===== src/rtl/sasi_pkg.sv =====
`timescale 1ns / 1ps
`default_nettype none

package sasi_pkg;

	localparam int DEFAULT_DEPTH = 64;
	localparam int ADDR_W        = 48;
	localparam int RIDX_W        = 6;
	localparam int CNT_OUT_W     = 7;
	localparam int STATUS_W      = 3;

	localparam logic [CNT_OUT_W-1:0] CAP_RESET = 7'd64;

	localparam logic MODE_INSERT = 1'b0;
	localparam logic MODE_READ   = 1'b1;

	localparam logic [STATUS_W-1:0] ST_INSERTED  = 3'd0;
	localparam logic [STATUS_W-1:0] ST_PRESENT   = 3'd1;
	localparam logic [STATUS_W-1:0] ST_FULL      = 3'd2;
	localparam logic [STATUS_W-1:0] ST_READ_OK   = 3'd3;
	localparam logic [STATUS_W-1:0] ST_BAD_INDEX = 3'd4;

	typedef struct packed {
		logic              mode;
		logic [ADDR_W-1:0] address;
		logic [RIDX_W-1:0] read_index;
	} sasi_cmd_t;

	typedef struct packed {
		logic [STATUS_W-1:0]  status;
		logic [CNT_OUT_W-1:0] entry_total;
		logic [CNT_OUT_W-1:0] position;
		logic [ADDR_W-1:0]    entry_value;
	} sasi_rsp_t;

	typedef enum logic [2:0] {
		SAS_IDLE,
		SAS_READ,
		SAS_PROBE,
		SAS_COMPARE,
		SAS_SHIFT,
		SAS_PLACE
	} sasi_state_t;

endpackage

`default_nettype wire


===== src/rtl/sorted_address_set_insert.sv =====
`timescale 1ns / 1ps
`default_nettype none

// Sorted set of 48-bit device addresses, ascending, without duplicates.
// A command is taken when start is high and busy is low. A read command
// returns the entry at read_index; an insert command searches the table and
// either reports the address as present, reports the table full, or opens a
// slot by moving the tail up one place and writes the address there.
// Every command gives exactly one response, shown on rsp for one cycle with
// rsp_valid high; the receiver cannot stall, so nothing is held back.
// A refused insert or a read beyond the count responds in the cycle after
// the transfer and leaves busy low; a valid read reads the table memory,
// then responds from state READ. An insert runs a binary search over the
// table memory, each probe a read in PROBE and a compare in COMPARE, up to
// ceil(log2(count+1)) probes, then a final PROBE closes it; a present
// address responds from its matching COMPARE. Otherwise the tail moves at
// one entry per cycle, then PLACE writes the address and responds. The
// table memory allows one read and one write per cycle. Busy falls in the
// cycle that shows the response, so the next command can be taken there.
// Reset empties the table at once (the count is cleared, no memory sweep)
// and sets capacity_limit to 64. cfg_we writes capacity_limit; the limit
// applied is the smaller of it and TABLE_DEPTH.
module sorted_address_set_insert #(
	parameter int TABLE_DEPTH = sasi_pkg::DEFAULT_DEPTH
) (
	input  wire                  clk,
	input  wire                  arst_n,
	input  wire                  start,
	output logic                 busy,
	input  sasi_pkg::sasi_cmd_t  cmd,
	output logic                 rsp_valid,
	output sasi_pkg::sasi_rsp_t  rsp,
	input  wire                  cfg_we,
	input  wire [6:0]            cfg_wdata
);
	import sasi_pkg::*;

	localparam int IDX_W  = $clog2(TABLE_DEPTH);
	localparam int CNT_W  = $clog2(TABLE_DEPTH + 1);
	localparam int WIDE_W = (CNT_W > CNT_OUT_W) ? CNT_W : CNT_OUT_W;

	sasi_state_t state_q, state_d;

	logic [CNT_W-1:0]     cnt_q;
	logic [CNT_OUT_W-1:0] cap_q;
	logic [CNT_W-1:0]     lo_q, hi_q, k_q;
	logic [IDX_W-1:0]     mid_q;
	logic [ADDR_W-1:0]    addr_q;
	logic [RIDX_W-1:0]    ridx_q;
	logic                 wr_pend_s1;
	logic [IDX_W-1:0]     wr_addr_s1;
	logic                 rsp_valid_q;
	sasi_rsp_t            rsp_q;

	logic [ADDR_W-1:0] entries_mem [TABLE_DEPTH];
	logic [ADDR_W-1:0] mem_rd_q;

	logic              mem_re, mem_we;
	logic [IDX_W-1:0]  mem_raddr, mem_waddr;
	logic [ADDR_W-1:0] mem_wdata;
	logic              rsp_set;
	sasi_rsp_t         rsp_d;

	logic              accept;
	logic              ridx_ok, full;
	logic [CNT_W:0]    mid_sum;
	logic [IDX_W-1:0]  mid;
	logic [WIDE_W-1:0] cnt_w, cnt_inc_w, cap_w, ridx_w, lo_w, mid_w;

	assign accept    = start && !busy;
	assign cnt_w     = WIDE_W'(cnt_q);
	assign cnt_inc_w = cnt_w + WIDE_W'(1);
	assign cap_w     = WIDE_W'(cap_q);
	assign ridx_w    = WIDE_W'(cmd.read_index);
	assign lo_w      = WIDE_W'(lo_q);
	assign mid_w     = WIDE_W'(mid_q);
	assign ridx_ok   = ridx_w < cnt_w;
	assign full      = (cnt_w >= cap_w) || (cnt_q == CNT_W'(TABLE_DEPTH));
	assign mid_sum   = {1'b0, lo_q} + {1'b0, hi_q};
	assign mid       = mid_sum[IDX_W:1];

	assign busy      = (state_q != SAS_IDLE);
	assign rsp_valid = rsp_valid_q;
	assign rsp       = rsp_q;

	// Next state
	always_comb begin
		state_d = state_q;
		unique case (state_q)
			SAS_IDLE: begin
				if (accept) begin
					if (cmd.mode == MODE_READ) begin
						if (ridx_ok) state_d = SAS_READ;
					end else if (!full) begin
						state_d = SAS_PROBE;
					end
				end
			end
			SAS_READ:    state_d = SAS_IDLE;
			SAS_PROBE:   state_d = (lo_q < hi_q) ? SAS_COMPARE : SAS_SHIFT;
			SAS_COMPARE: state_d = (mem_rd_q == addr_q) ? SAS_IDLE : SAS_PROBE;
			SAS_SHIFT:   state_d = (k_q > lo_q) ? SAS_SHIFT : SAS_PLACE;
			SAS_PLACE:   state_d = SAS_IDLE;
			default:     state_d = SAS_IDLE;
		endcase
	end

	// Memory controls and response
	always_comb begin
		mem_re    = 1'b0;
		mem_raddr = mid;
		mem_we    = 1'b0;
		mem_waddr = wr_addr_s1;
		mem_wdata = mem_rd_q;
		rsp_set   = 1'b0;
		rsp_d     = '0;

		// A shift write lands in the cycle after its read.
		if (wr_pend_s1) begin
			mem_we = 1'b1;
		end

		unique case (state_q)
			SAS_IDLE: begin
				if (accept) begin
					if (cmd.mode == MODE_READ) begin
						if (ridx_ok) begin
							mem_re    = 1'b1;
							mem_raddr = IDX_W'(cmd.read_index);
						end else begin
							rsp_set           = 1'b1;
							rsp_d.status      = ST_BAD_INDEX;
							rsp_d.entry_total = cnt_w[CNT_OUT_W-1:0];
							rsp_d.position    = CNT_OUT_W'(cmd.read_index);
							rsp_d.entry_value = '0;
						end
					end else if (full) begin
						rsp_set           = 1'b1;
						rsp_d.status      = ST_FULL;
						rsp_d.entry_total = cnt_w[CNT_OUT_W-1:0];
						rsp_d.position    = '0;
						rsp_d.entry_value = cmd.address;
					end
				end
			end
			SAS_READ: begin
				rsp_set           = 1'b1;
				rsp_d.status      = ST_READ_OK;
				rsp_d.entry_total = cnt_w[CNT_OUT_W-1:0];
				rsp_d.position    = CNT_OUT_W'(ridx_q);
				rsp_d.entry_value = mem_rd_q;
			end
			SAS_PROBE: begin
				if (lo_q < hi_q) begin
					mem_re    = 1'b1;
					mem_raddr = mid;
				end
			end
			SAS_COMPARE: begin
				if (mem_rd_q == addr_q) begin
					rsp_set           = 1'b1;
					rsp_d.status      = ST_PRESENT;
					rsp_d.entry_total = cnt_w[CNT_OUT_W-1:0];
					rsp_d.position    = mid_w[CNT_OUT_W-1:0];
					rsp_d.entry_value = addr_q;
				end
			end
			SAS_SHIFT: begin
				if (k_q > lo_q) begin
					mem_re    = 1'b1;
					mem_raddr = IDX_W'(k_q - CNT_W'(1));
				end
			end
			SAS_PLACE: begin
				mem_we            = 1'b1;
				mem_waddr         = lo_q[IDX_W-1:0];
				mem_wdata         = addr_q;
				rsp_set           = 1'b1;
				rsp_d.status      = ST_INSERTED;
				rsp_d.entry_total = cnt_inc_w[CNT_OUT_W-1:0];
				rsp_d.position    = lo_w[CNT_OUT_W-1:0];
				rsp_d.entry_value = addr_q;
			end
			default: begin
			end
		endcase
	end

	always_ff @(posedge clk) begin
		if (mem_we) entries_mem[mem_waddr] <= mem_wdata;
		if (mem_re) mem_rd_q <= entries_mem[mem_raddr];
	end

	always_ff @(posedge clk or negedge arst_n) begin
		if (!arst_n) begin
			state_q     <= SAS_IDLE;
			cnt_q       <= '0;
			cap_q       <= CAP_RESET;
			wr_pend_s1  <= 1'b0;
			rsp_valid_q <= 1'b0;
		end else begin
			state_q     <= state_d;
			rsp_valid_q <= rsp_set;
			if (cfg_we) cap_q <= cfg_wdata;
			if (state_q == SAS_PLACE) cnt_q <= cnt_q + CNT_W'(1);
			wr_pend_s1 <= (state_q == SAS_SHIFT) && (k_q > lo_q);
		end
	end

	// Payload and search registers
	always_ff @(posedge clk) begin
		if (rsp_set) rsp_q <= rsp_d;
		wr_addr_s1 <= k_q[IDX_W-1:0];
		unique case (state_q)
			SAS_IDLE: begin
				if (accept) begin
					addr_q <= cmd.address;
					ridx_q <= cmd.read_index;
					lo_q   <= '0;
					hi_q   <= cnt_q;
					k_q    <= cnt_q;
				end
			end
			SAS_PROBE: begin
				mid_q <= mid;
			end
			SAS_COMPARE: begin
				// Lower bound: the slot ends at the first entry not below the address.
				if (mem_rd_q < addr_q) begin
					lo_q <= CNT_W'(mid_q) + CNT_W'(1);
				end else begin
					hi_q <= CNT_W'(mid_q);
				end
			end
			SAS_SHIFT: begin
				if (k_q > lo_q) k_q <= k_q - CNT_W'(1);
			end
			default: begin
			end
		endcase
	end

`ifndef SYNTHESIS
	a_count_in_range: assert property (@(posedge clk) disable iff (!arst_n)
		cnt_q <= CNT_W'(TABLE_DEPTH))
		else $error("entry count beyond table depth");

	a_probe_bounds: assert property (@(posedge clk) disable iff (!arst_n)
		(state_q == SAS_PROBE) |-> (lo_q <= hi_q))
		else $error("search bounds crossed");

	a_shift_above_slot: assert property (@(posedge clk) disable iff (!arst_n)
		wr_pend_s1 |-> (CNT_W'(wr_addr_s1) > lo_q))
		else $error("tail move writes at or below the insert slot");

	a_place_counts: assert property (@(posedge clk) disable iff (!arst_n)
		(state_q == SAS_PLACE) |=>
			(rsp_valid_q && (rsp_q.status == ST_INSERTED)
			&& (cnt_q == $past(cnt_q) + CNT_W'(1))))
		else $error("insert did not respond with a grown count");

	a_bad_read: assert property (@(posedge clk) disable iff (!arst_n)
		(accept && (cmd.mode == MODE_READ) && !ridx_ok) |=>
			(rsp_valid_q && (rsp_q.status == ST_BAD_INDEX) && !busy))
		else $error("read beyond count not answered at once");
`endif

endmodule

`default_nettype wire


===== config.mk =====
export PLATFORM = sky130hd
export DESIGN_NAME = sorted_address_set_insert
export DESIGN_NICKNAME = d
export VERILOG_FILES = /design/src/rtl/sasi_pkg.sv /design/src/rtl/sorted_address_set_insert.sv
export SDC_FILE = /design/constraint.sdc
export NUM_CORES = 2
export LEC_CHECK = 0
export BUFFER_PORTS_ARGS = -buffer_cell sky130_fd_sc_hd__buf_4
export CAP_MARGIN = 40
export CORE_MARGIN = 3
export CORE_UTILIZATION = 63
export DETAILED_ROUTE_END_ITERATION = 10
export PLACE_DENSITY_LB_ADDON = 0.12
export SLEW_MARGIN = 0
export SYNTH_ARGS = -nofsm -noshare
export SYNTH_HDL_FRONTEND = slang
export SYNTH_SLANG_ARGS = --single-unit

===== constraint.sdc =====
create_clock -name clk -period 6.34 [get_ports clk]
set_input_delay 0.634 -clock clk [delete_from_list [all_inputs] [get_ports clk]]
set_output_delay 0.634 -clock clk [all_outputs]
set_load 0.01 [all_outputs]

==> flow_summary_export.csv <==
group,metric,value,unit
grt,grt_pass1_wl,595300,um
drt,drtAntennaViolNets,0,
die,die_y,464.0,um
clocking,worstSkewPairLatency,980,ps
clocking,cts_made_buffers,339,
die,die_x,464.0,um
drt,wl,416000,um
drt,routedWlPerCell,31.30,um
clocking,cts_hold_buffers,74,
clocking,ctsRootBufferMaster,"clkbuf_16",
synth,syn_area,0.1321,mm^2
synth,synth_edf_count,3266,
worst_setup_path,cp_slowest_cell,"or2_4",
final_layout,multiInputGateArea,0.03120,mm^2
drt,viasPerCell,6.812,
place,routabilityCongestion,0.9241,
synth,syn_inst,9934,
clocking,clock-sinks,3291,
worst_setup_path,crit_chain,"inv_1 > ha_1 > a211oi_1 > nor3_1 > o21bai_1 > o31ai_2 > or2_4 > buf_4 > buf_12 > mux4_2 > a2111oi_0 > a21oi_1 > nand3_1 > a21oi_1 > buf_4",
final_layout,fin_nets,10400,
synth,netlist.area_leader.share,74.22,%
worst_setup_path,setup.worst_path.end_class,"register",
timing,tightestPinTransition,1064,ps
final_layout,seqCellArea,0.09867,mm^2
grt,grt_max_degree,143,
job,drv_cap,0,
timing,period_share,87.45,%
synth,yosysMostFrequentCell,"edfxtp_1",
timing,grt_setup_unrepaired,"false",
drt,drc,0,
place,hpwl,230800,um
timing,period_needed,5544,ps
timing,clock_skew,60.86,ps
place,io_buffers,132,
worst_setup_path,arrival,6240,ps
drt,drtIter0Drc,15150,
timing,setup_viol,0,
outcome,outcome,"completed",
synth,yosysSeqAreaShare,74.67,%
final_layout,fillCellCount,13070,
worst_setup_path,required,7040,ps
die,core,0.2079,mm^2
synth,yosysUniqueCellTypes,86,
die,floorplan.initialDensity,63.56,%
clocking,clock_path_buffers,4,
die,die_area,0.2153,mm^2
final_layout,final_layout_size_suffix_gt1_share,11.01,%
worst_setup_path,crit_family,"compound AO/OA/AOI/OAI gates",
timing,finalSetupTns,0,ps
final_layout,syn2layout_area_growth,13.67,%
timing,fmaxAchievable,0.1804,GHz
grt,grt_pass1_vias,84900,
drt,dr_total_vias,90550,
grt,grt_usage,38.25,%
synth,yosys-top-cells-count,"edfxtp_1 (3266), nand2_1 (2808), nand3_1 (1211), buf_2 (346), a21oi_1 (325)",
clocking,post_cts_buffers,0,
drt,first_pass_iters,7,
clocking,cts_tree,"built",
worst_setup_path,crit_type,"reg -> reg",
synth,synthTopCellsByArea,"edfxtp_1 (74%), nand2_1 (8.0%), nand3_1 (4.6%)",
die,rows,167,
synth,syn_nets,10080,
worst_setup_path,worstSetupStartpointType,"register",
timing,slew_violations,0,
synth,ys.warnings.count,0,
synth,syn_area_per_cell,13.30,um^2
synth,ys.flop_type,"edfxtp_1",
timing,hold_viol_final,0,
clocking,cts_max_level,5,
worst_setup_path,critPathMaxFanout,114,
clocking,cts_resized,0,
timing,slew_headroom,29.08,%
worst_hold_path,min_path_type,"in -> reg",
die,ios,133,
synth,ys_ff_latch,3291,
synth,synthArstFlopShare,0.5773,%
worst_setup_path,path_buf_inv,4,
worst_setup_path,slowest_delay,620,ps
clocking,clk_transition_reported_paths,60,ps
grt,antenna_found_initial,18,
grt,grt_overflow,0,
synth,yosys.area.top_type,"edfxtp_1",
-- cells by family after synthesis --
group | Yosys count | synth area share, %
buffers and inverters | 757 | 2.657
xor gates and xnor gates | 17 | 0.1127
AOI/OAI and AO/OA | 1105 | 5.595
and+or+nand+nor | 4493 | 14.48
adders and majority gates | 83 | 0.7916
muxes | 188 | 1.690
DFF | 3291 | 74.67
-- cells in the final DEF (no fill, tap or decap), types with 13 or more instances in the layout --
cell type and n:
nand3_1 1210, and3_1 125, a211oi_1 42, mux2i_1 159, xnor2_1 13, nor2_1 73
clkinv_2 50, o21ai_4 48, a21oi_1 324, ha_1 82, nand4_1 21, bufinv_16 22
a32oi_1 42, a22oi_1 51, a222oi_1 52, a21o_1 19, dlygate4sd3_1 74, a221oi_1 17
o221ai_1 39, buf_4 401, inv_1 137, edfxtp_1 3266, clkinv_1 83, buf_12 103
o22ai_1 46, nor2_4 74, or3_1 13, nor3_1 94, mux4_2 28, a31oi_1 150
clkbuf_16 347, nor4_1 16, dfrtp_1 18, nand2_1 2801, a311oi_1 75, o21ai_0 93
clkbuf_1 65
-- through the flow --
stage / std cells / utilization, % / instance area (um^2) / setup WS [ps] / hold WS [ps]
2_1_floorplan: 9934 / - / 132100 / 934.0 / 338.4
3_3_place_gp: 12590 / 66.72 / 138700 / 421.8 / 426.2
3_5_place_dp: 12620 / 66.92 / 139100 / 489.2 / 442.5
4_1_cts: 13280 / 72.22 / 150100 / 664.9 / 3.262
5_1_grt: 13280 / 72.24 / 150200 / 593.1 / 32.82
6_report: 13290 / 72.25 / 150200 / 795.9 / 49.33
-- path summary, 6_finish.rpt --
check,start,endpoint,slack [ps],cells after the start
worst max-delay path,cnt_q[4],mem_rd_q[41],800,15
worst min-delay path,cfg_we,cap_q[0],50,2
worst max register to register,cnt_q[4],mem_rd_q[41],800,15
worst min register to register,k_q[5],wr_addr_s1[5],450,0
max in group asynchronous,arst_n,cap_q[6],5930,2
min in group asynchronous,arst_n,state_q[1],130,2
-- sequential cells by signal, indices dropped and copies added (netlist names), 48 cells and up --
name,count
addr_q,48
entries_mem,3072
rsp,65
mem_rd_q,48
-- metal layers --
layer | wire length [um] | vias to the layer above | track usage (%)
li1 | - | 37340 | -
met1 | 145200 | 44100 | 53.21
met2 | 182800 | 7679 | 56.32
met3 | 64300 | 1416 | 11.02
met4 | 23460 | 14 | 18.00
met5 | 207 | - | 0.4234
-- layout make-up --
| cell class | count | share of cell area [%] |
|---|---|---|
| clock buffers | 412 | 5.943 |
| repair buffers | 594 | 4.004 |
| clock inverters | 171 | 0.9013 |
| flip-flops and latches | 3291 | 65.69 |
| diodes | 12 | 0.01999 |
| well taps | 2788 | 2.322 |
| multi-input cells | 5886 | 20.77 |
| inverters | 138 | 0.3449 |
Power is not shown: default switching activity piles up to over one toggle a cycle in this logic, so the estimate is an artifact.
